$ cat src/hw/rtl/pwst_pkg.sv
// Shared constants, types and helper functions for the point transform.
// No dependencies; imported by the divider, the CORDIC, the top level and the testbench.
`default_nettype none
package pwst_pkg;

    localparam int FRAC_BITS      = 16;
    localparam int MID_BITS       = 38;
    localparam int TRIG_STEPS_DEF = 16;
    localparam int TRIG_TABLE_LEN = 24;
    localparam int SAT_IN_W       = 72;
    localparam int VIEW_W         = 14;
    localparam int DIV_RPS        = 2;

    localparam int IN_TDATA_W  = 216;
    localparam int OUT_TDATA_W = 64;
    localparam int CFG_IDX_W   = 3;
    localparam int CFG_DATA_W  = 32;

    localparam logic signed [30:0] THETA_K     = 31'sd843289985;
    localparam longint             PI_Q        = 843314857;
    localparam longint             TWO_PI_Q    = 1686629713;
    localparam longint             HALF_PI_Q   = 421657428;
    localparam logic signed [31:0] CORDIC_GAIN = 32'sd163008219;

    localparam longint MID_MAX = (longint'(1) <<< (MID_BITS - 1)) - 1;
    localparam longint OUT_MAX = 2147483647;

    localparam logic [31:0]       RST_CAM_SCALE = 32'd65536;
    localparam logic [31:0]       RST_CAM_POS   = 32'd0;
    localparam logic [VIEW_W-1:0] RST_VIEW_W    = 14'd1280;
    localparam logic [VIEW_W-1:0] RST_VIEW_H    = 14'd720;

    typedef enum logic [CFG_IDX_W-1:0] {
        CFG_CAM_SCALE_X = 3'd0,
        CFG_CAM_SCALE_Y = 3'd1,
        CFG_CAM_POS_X   = 3'd2,
        CFG_CAM_POS_Y   = 3'd3,
        CFG_VIEW_W      = 3'd4,
        CFG_VIEW_H      = 3'd5
    } t_cfg_idx;

    function automatic logic [27:0] atan_q28(input int i);
        logic [27:0] v;
        unique case (i)
            0:  v = 28'd210828714;
            1:  v = 28'd124459457;
            2:  v = 28'd65760959;
            3:  v = 28'd33381290;
            4:  v = 28'd16755422;
            5:  v = 28'd8385879;
            6:  v = 28'd4193963;
            7:  v = 28'd2097109;
            8:  v = 28'd1048571;
            9:  v = 28'd524287;
            10: v = 28'd262144;
            11: v = 28'd131072;
            12: v = 28'd65536;
            13: v = 28'd32768;
            14: v = 28'd16384;
            15: v = 28'd8192;
            16: v = 28'd4096;
            17: v = 28'd2048;
            18: v = 28'd1024;
            19: v = 28'd512;
            20: v = 28'd256;
            21: v = 28'd128;
            22: v = 28'd64;
            23: v = 28'd32;
            default: v = 28'd0;
        endcase
        return v;
    endfunction

    function automatic logic signed [MID_BITS-1:0] sat_mid(
        input logic signed [SAT_IN_W-1:0] v
    );
        logic signed [SAT_IN_W-1:0] hi;
        logic signed [SAT_IN_W-1:0] lo;
        hi = SAT_IN_W'(MID_MAX);
        lo = ~hi;
        if (v > hi) begin
            return MID_BITS'(hi);
        end else if (v < lo) begin
            return MID_BITS'(lo);
        end
        return MID_BITS'(v);
    endfunction

    function automatic logic signed [31:0] sat_out(input logic signed [SAT_IN_W-1:0] v);
        logic signed [SAT_IN_W-1:0] hi;
        logic signed [SAT_IN_W-1:0] lo;
        hi = SAT_IN_W'(OUT_MAX);
        lo = ~hi;
        if (v > hi) begin
            return 32'(hi);
        end else if (v < lo) begin
            return 32'(lo);
        end
        return 32'(v);
    endfunction

endpackage
`default_nettype wire

$ cat src/hw/rtl/pwst_cordic.sv
// Pipelined rotation-mode CORDIC, one micro-rotation per stage, Q.28 angle.
// Depends on pwst_pkg for the gain and the arctangent table.
`default_nettype none
module pwst_cordic #(
    parameter int STEPS = pwst_pkg::TRIG_STEPS_DEF,
    parameter int SW    = 1
) (
    input  logic               i_clk,
    input  logic               i_rst_n,
    input  logic               i_en,
    input  logic               i_valid,
    input  logic signed [31:0] i_z,
    input  logic [SW-1:0]      i_side,
    output logic               o_valid,
    output logic signed [31:0] o_x,
    output logic signed [31:0] o_y,
    output logic [SW-1:0]      o_side
);
    import pwst_pkg::*;

    logic               r_v    [STEPS];
    logic signed [31:0] r_x    [STEPS];
    logic signed [31:0] r_y    [STEPS];
    logic signed [31:0] r_z    [STEPS];
    logic [SW-1:0]      r_side [STEPS];

    for (genvar g = 0; g < STEPS; g++) begin : g_stage
        logic               p_v;
        logic signed [31:0] p_x;
        logic signed [31:0] p_y;
        logic signed [31:0] p_z;
        logic [SW-1:0]      p_side;
        logic signed [31:0] n_x;
        logic signed [31:0] n_y;
        logic signed [31:0] n_z;
        logic signed [31:0] ang;

        if (g == 0) begin : g_first
            assign p_v    = i_valid;
            assign p_x    = CORDIC_GAIN;
            assign p_y    = '0;
            assign p_z    = i_z;
            assign p_side = i_side;
        end else begin : g_next
            assign p_v    = r_v[g-1];
            assign p_x    = r_x[g-1];
            assign p_y    = r_y[g-1];
            assign p_z    = r_z[g-1];
            assign p_side = r_side[g-1];
        end

        assign ang = $signed({4'b0000, atan_q28(g)});

        always_comb begin
            if (p_z >= 0) begin
                n_x = p_x - (p_y >>> g);
                n_y = p_y + (p_x >>> g);
                n_z = p_z - ang;
            end else begin
                n_x = p_x + (p_y >>> g);
                n_y = p_y - (p_x >>> g);
                n_z = p_z + ang;
            end
        end

        always_ff @(posedge i_clk) begin
            if (i_en) begin
                r_x[g]    <= n_x;
                r_y[g]    <= n_y;
                r_z[g]    <= n_z;
                r_side[g] <= p_side;
            end
            if (!i_rst_n) begin
                r_v[g] <= 1'b0;
            end else if (i_en) begin
                r_v[g] <= p_v;
            end
        end
    end

    assign o_valid = r_v[STEPS-1];
    assign o_x     = r_x[STEPS-1];
    assign o_y     = r_y[STEPS-1];
    assign o_side  = r_side[STEPS-1];

endmodule
`default_nettype wire

$ cat config.mk
export PLATFORM = sky130hd
export DESIGN_NAME = pwst_cordic
export DESIGN_NICKNAME = d
export VERILOG_FILES = /design/src/hw/rtl/pwst_pkg.sv /design/src/hw/rtl/pwst_cordic.sv
export SDC_FILE = /design/constraint.sdc
export NUM_CORES = 2
export LEC_CHECK = 0
export BUFFER_PORTS_ARGS = -buffer_cell sky130_fd_sc_hd__buf_2
export CORE_MARGIN = 2
export CORE_UTILIZATION = 45
export CTS_CLUSTER_DIAMETER = 50
export DETAILED_ROUTE_END_ITERATION = 8
export GPL_ROUTABILITY_DRIVEN = 0
export SETUP_SLACK_MARGIN = 0.2
export SLEW_MARGIN = 20
export SYNTH_ARGS = -nofsm -noshare
export SYNTH_HDL_FRONTEND = slang
export SYNTH_SLANG_ARGS = --single-unit
$ cat constraint.sdc
create_clock -name i_clk -period 6.7 [get_ports i_clk]
set_clock_uncertainty 0.1 [all_clocks]
set_input_delay 0.335 -clock i_clk [delete_from_list [all_inputs] [get_ports i_clk]]
set_output_delay 0.335 -clock i_clk [all_outputs]
set_load 0.02 [all_outputs]
; Word-level counts from Yosys, hierarchy flattened
; Memory sizes are Yosys's and may differ from the RTL's.
; Index checks and enable logic that the tools add are counted.
[word_totals]
ram_bits = 1568
input_bits = 37
mem_count = 5
ff_bits = 0
[memory_table]
columns = name, words, word_bits, read_ports, rd_ports_with_merged_regs, wr, line_no
row1 = r_x, 16, 32, 16, 0, 16, pwst_cordic.sv:22  ; logic signed [31:0] r_x [STEPS];
row2 = r_y, 16, 32, 16, 0, 16, pwst_cordic.sv:23  ; logic signed [31:0] r_y [STEPS];
row3 = r_z, 16, 32, 15, 0, 16, pwst_cordic.sv:24  ; logic signed [31:0] r_z [STEPS];
row4 = r_side, 16, 1, 16, 0, 16, pwst_cordic.sv:25  ; logic [SW-1:0] r_side [STEPS];
row5 = r_v, 16, 1, 16, 0, 16, pwst_cordic.sv:21  ; logic r_v [STEPS];
[classes]
add_sub_neg = 92
muxes = 68
bitwise_logic = 16
magnitude_cmp = 16
[ops]
columns = operator, count
row1 = $mux 32, 47
row2 = $ge 32x1->1 const B, 16
row3 = $add 32x17->32, 2
row4 = $add 32x18->32, 2
row5 = $add 32x19->32, 2
row6 = $add 32x20->32, 2
row7 = $add 32x20->32 const B, 2
row8 = $add 32x21->32, 2
row9 = $add 32x22->32, 2
row10 = $add 32x23->32, 2
row11 = $add 32x24->32, 2
row12 = $add 32x25->32, 2
row13 = $add 32x26->32, 2
row14 = $add 32x27->32, 2
row15 = $add 32x28->32, 2
row16 = $add 32x29->32, 2
row17 = $add 32x30->32, 2
row18 = $add 32x31->32, 2
row19 = $sub 32x17->32, 2
row20 = $sub 32x18->32, 2
row21 = $sub 32x19->32, 2
row22 = $sub 32x20->32, 2
row23 = $sub 32x20->32 const B, 2
row24 = $sub 32x21->32, 2
row25 = other kinds (40), 85

; Logic depth before layout (Yosys ltp)
[logic_depth]
depth_word = 4
mapped_depth = 22
ltp_nobuf = 22

; Worst setup path before layout
; Ideal clock, no wire load.
[synth_path]
path_type = register to register
from = memory r_y[9][15]
to = memory r_x[10][30] (data pin)
t_arrival_ps = 4784
path_buffers = 0
t_required_ps = 6342
setup_ps = 258
path_slack_ps = 1559
path_stages_with_launch = 20
cell_sequence = edfxtp_1 -> or3_1 -> or3b_2 -> or2_2 -> or3_1 -> or4_1 -> o21ai_0 -> xor2_1 -> ha_1 -> nand4_1 -> inv_1 -> and3_1 -> and3_1 -> o2111ai_1 -> a41oi_1 -> o31ai_1 -> o21ai_0 -> a31o_2 -> a21oi_1 -> xnor2_1
[synth_lines]
columns = element, line_no
row1 = "start, declared", pwst_cordic.sv:23
row2 = "end, declared", pwst_cordic.sv:22

==> results.md <==
* Status: complete, no violations
* Area growth, synth to finish at 10.7%
* Final core occ at 0.500
* Period utilization at 0.859
* Total CTS buffers at between 150 and 200
* Top sig layer: met4
* H-tree depth at 4
* Largest net degree at the start of global routing at 163
* Synth cell count leaders: 1362 x edfxtp_1, 1273 x ha_1, 1092 x xnor2_1
* Layout net count at about 13000
* Clk slew on worst S/H paths at 60 ps
* DR WL met2 at between 100000 and 150000 microns
* Top cells by area, synth: edfxtp_1 37%, ha_1 14%, xnor2_1 8.5%
* Syn Inst Count at about 11000
* Initial antenna violation count at 3
* Family with the most delay on the worst path: simple AND/OR/NAND/NOR gates
* Yosys cell types at 92
* M1 wire length at between 100000 and 150000 microns
* Wire length on met3 at 10800 microns
* Postcts setup bufs at 0
* Critical-path cell list: or3_1 > or3b_2 > or2_2 > or3_1 > or4_1 > o21ai_0 > xor2_1 > ha_1 > nand4_1 > inv_1 > and3_1 > and3_1 > o2111ai_1 > a41oi_1 > o31ai_1 > o21ai_0 > a31o_2 > a21oi_1 > xnor2_1
* # rows at ~180
* First-pass GRT wire length at ~460000 microns
* Longest Clk Path Bufs at 3
* WP data arrival at about 6200 ps
* CTS root buf: clkbuf_16
* Post-synth top area cell: edfxtp_1
* Post-route minimum period at 5760 ps
* Placed cell count at between 10000 and 15000
* Port bufs at 102
* Syn_area_per_cell at roughly 9.8 sq um
* Fill count at approximately 23000
* YS warnings at 0
* Remaining global-route overflow at 0
* Hpwl dp at 233000 microns
* Worst-margin pin slew at between 1000 and 1500 ps
* DR WL/cell at 19.1 microns
* RSZ-0062 raised after global routing: false
* Fin cells at ~15000
* Endpoints failing setup at 0
* Slew margin rel. at 0.294
* FF+latch count, synth at approximately 1400
* Initial Utilization at 0.451
* Synth Cell Area at approximately 110000 sq um
* Wirelength, routed at between 200000 and 300000 microns
* Final hold vios at 0
* Max Fclk at 174 MHz
* Crit-path max FO at 6
* Via Count at around 87000
* Max Slew Vio Count at 0
* Max-Cap Viols at 0
* Crit path required time at about 7200 ps
* Post-synth EDFFs at ~1400
* DRT iter0 DRCs at approximately 6000
* CTS tree: built
* TritonRoute pass-1 iters at 6
* Most frequent cell after synthesis: edfxtp_1
* CP endpoint kind: flip-flop
* Max incr delay on CP at around 500 ps
* WP buf/inv at 1
* Final instance area at roughly 120000 sq um
* Chip Height at 503 microns
* Sequential area share after synthesis at 0.366
* Tot GR Track Use at 0.226
* Die ar. at 253000 sq um
* Worst skew pair latency at around 850 ps
* # clock sinks at roughly 1400
* DRC viols at 0
* CP Class: reg2reg
* Ys flop type: edfxtp_1
* Routed Antenna Nets at 0
* Critical Path Source Type: flip-flop
* Core area at about 250000 sq um
* Area share of the leading cell type in the synthesized netlist at 0.366
* Ports at around 100
* Vias in the first global route at ~85000
* Asr flop ratio synth at 0
* Setup TNS at 0 ps
* Layout cells sized above 1 at 0.0534
* CP max-delay cell: or4_1
* Placed inst area at around 120000 sq um
* Die width at ~500 microns
* Via-to-Cell Ratio at about 5.7
* Hold Path Class: in2reg
-- tightest hold or removal path: stages --
cell      delay (ps)
buf_2             80
ha_1             190
inv_1            100
nand3_1           70
o211ai_1          80
-- cells in the final DEF, fill, tap and decap left out, types with 185 or more instances in the layout --
| cell | Yosys | final |
|---|---|---|
| a21o_1 | 533 | 533 |
| a21oi_1 | 914 | 914 |
| clkbuf_16 | 0 | 194 |
| edfxtp_1 | 1362 | 1362 |
| ha_1 | 1273 | 1273 |
| inv_1 | 554 | 554 |
| nand2_1 | 765 | 765 |
| nand2b_1 | 185 | 185 |
| nand3_1 | 188 | 188 |
| nor2_1 | 787 | 787 |
| nor3_1 | 220 | 220 |
| o21ai_0 | 737 | 737 |
| o31ai_1 | 204 | 204 |
| xnor2_1 | 1092 | 1092 |
| xor2_1 | 569 | 569 |
-- cell type report --
cell class	count	area [sq um]	share of cell area
clock inverter	141	1830	0.0148
tap	3330	4170	0.0336
clock buffer	217	4940	0.0399
inverter	557	2090	0.0169
sequential	1363	40900	0.330
antenna	5	12.5	0.000101
multi-input combinational	9408	68300	0.551
timing repair buffer	216	1630	0.0131
-- registers in the layout, summed over array words and instances, names as in the netlist --
register  count
r_y         481
r_x         471
r_z         379
r_side       16
r_v          16
-- what timing repair did --
item | in CTS | in global routing
endpoints found under the hold margin | 116 | 0
hold buffers | 49 | 0
gates resized for setup | 0 | 0
-- layer usage --
layer,up-vias,global-route usage
met2,1939,0.408
met3,558,0.0266
met1,41300,0.264
met4,0,0.109
met5,-,0
li1,43200,-
-- cell families (layout without fill, tap and decap cells) --
group / after synthesis / in the layout / synth area share
compound gates: 3361 / 3361 / 0.193
simple gates: 3023 / 3023 / 0.133
fa+ha+maj: 1319 / 1319 / 0.151
flops: 1363 / 1363 / 0.366
buf+inv: 709 / 1131 / 0.0238
mux: 38 / 38 / 0.00347
other cells: 1 / 10 / 0.0000335
xor+xnor: 1662 / 1662 / 0.130
-- through the flow --
step	hold slack, ps	setup slack (ps)
floorplan	300	1560
global route	66.5	655
global placement	307	995
finish	84.4	944
detailed placement	305	1060
CTS	0.709	1010
-- worst paths after layout --
path	start	endpoint	slack [ps]	cells after the start
hold / removal	i_z[23]	r_z[0][23]	80	5
setup / recovery	r_y[9][15]	r_x[10][30]	940	19
hold reg to reg	r_side[1][0]	r_side[1][1]	290	0
setup reg to reg	r_y[9][15]	r_x[10][30]	940	19
Power is left out: the tool's default activity adds up to more than one toggle a clock period on the data nets, which glitch-free logic cannot reach.
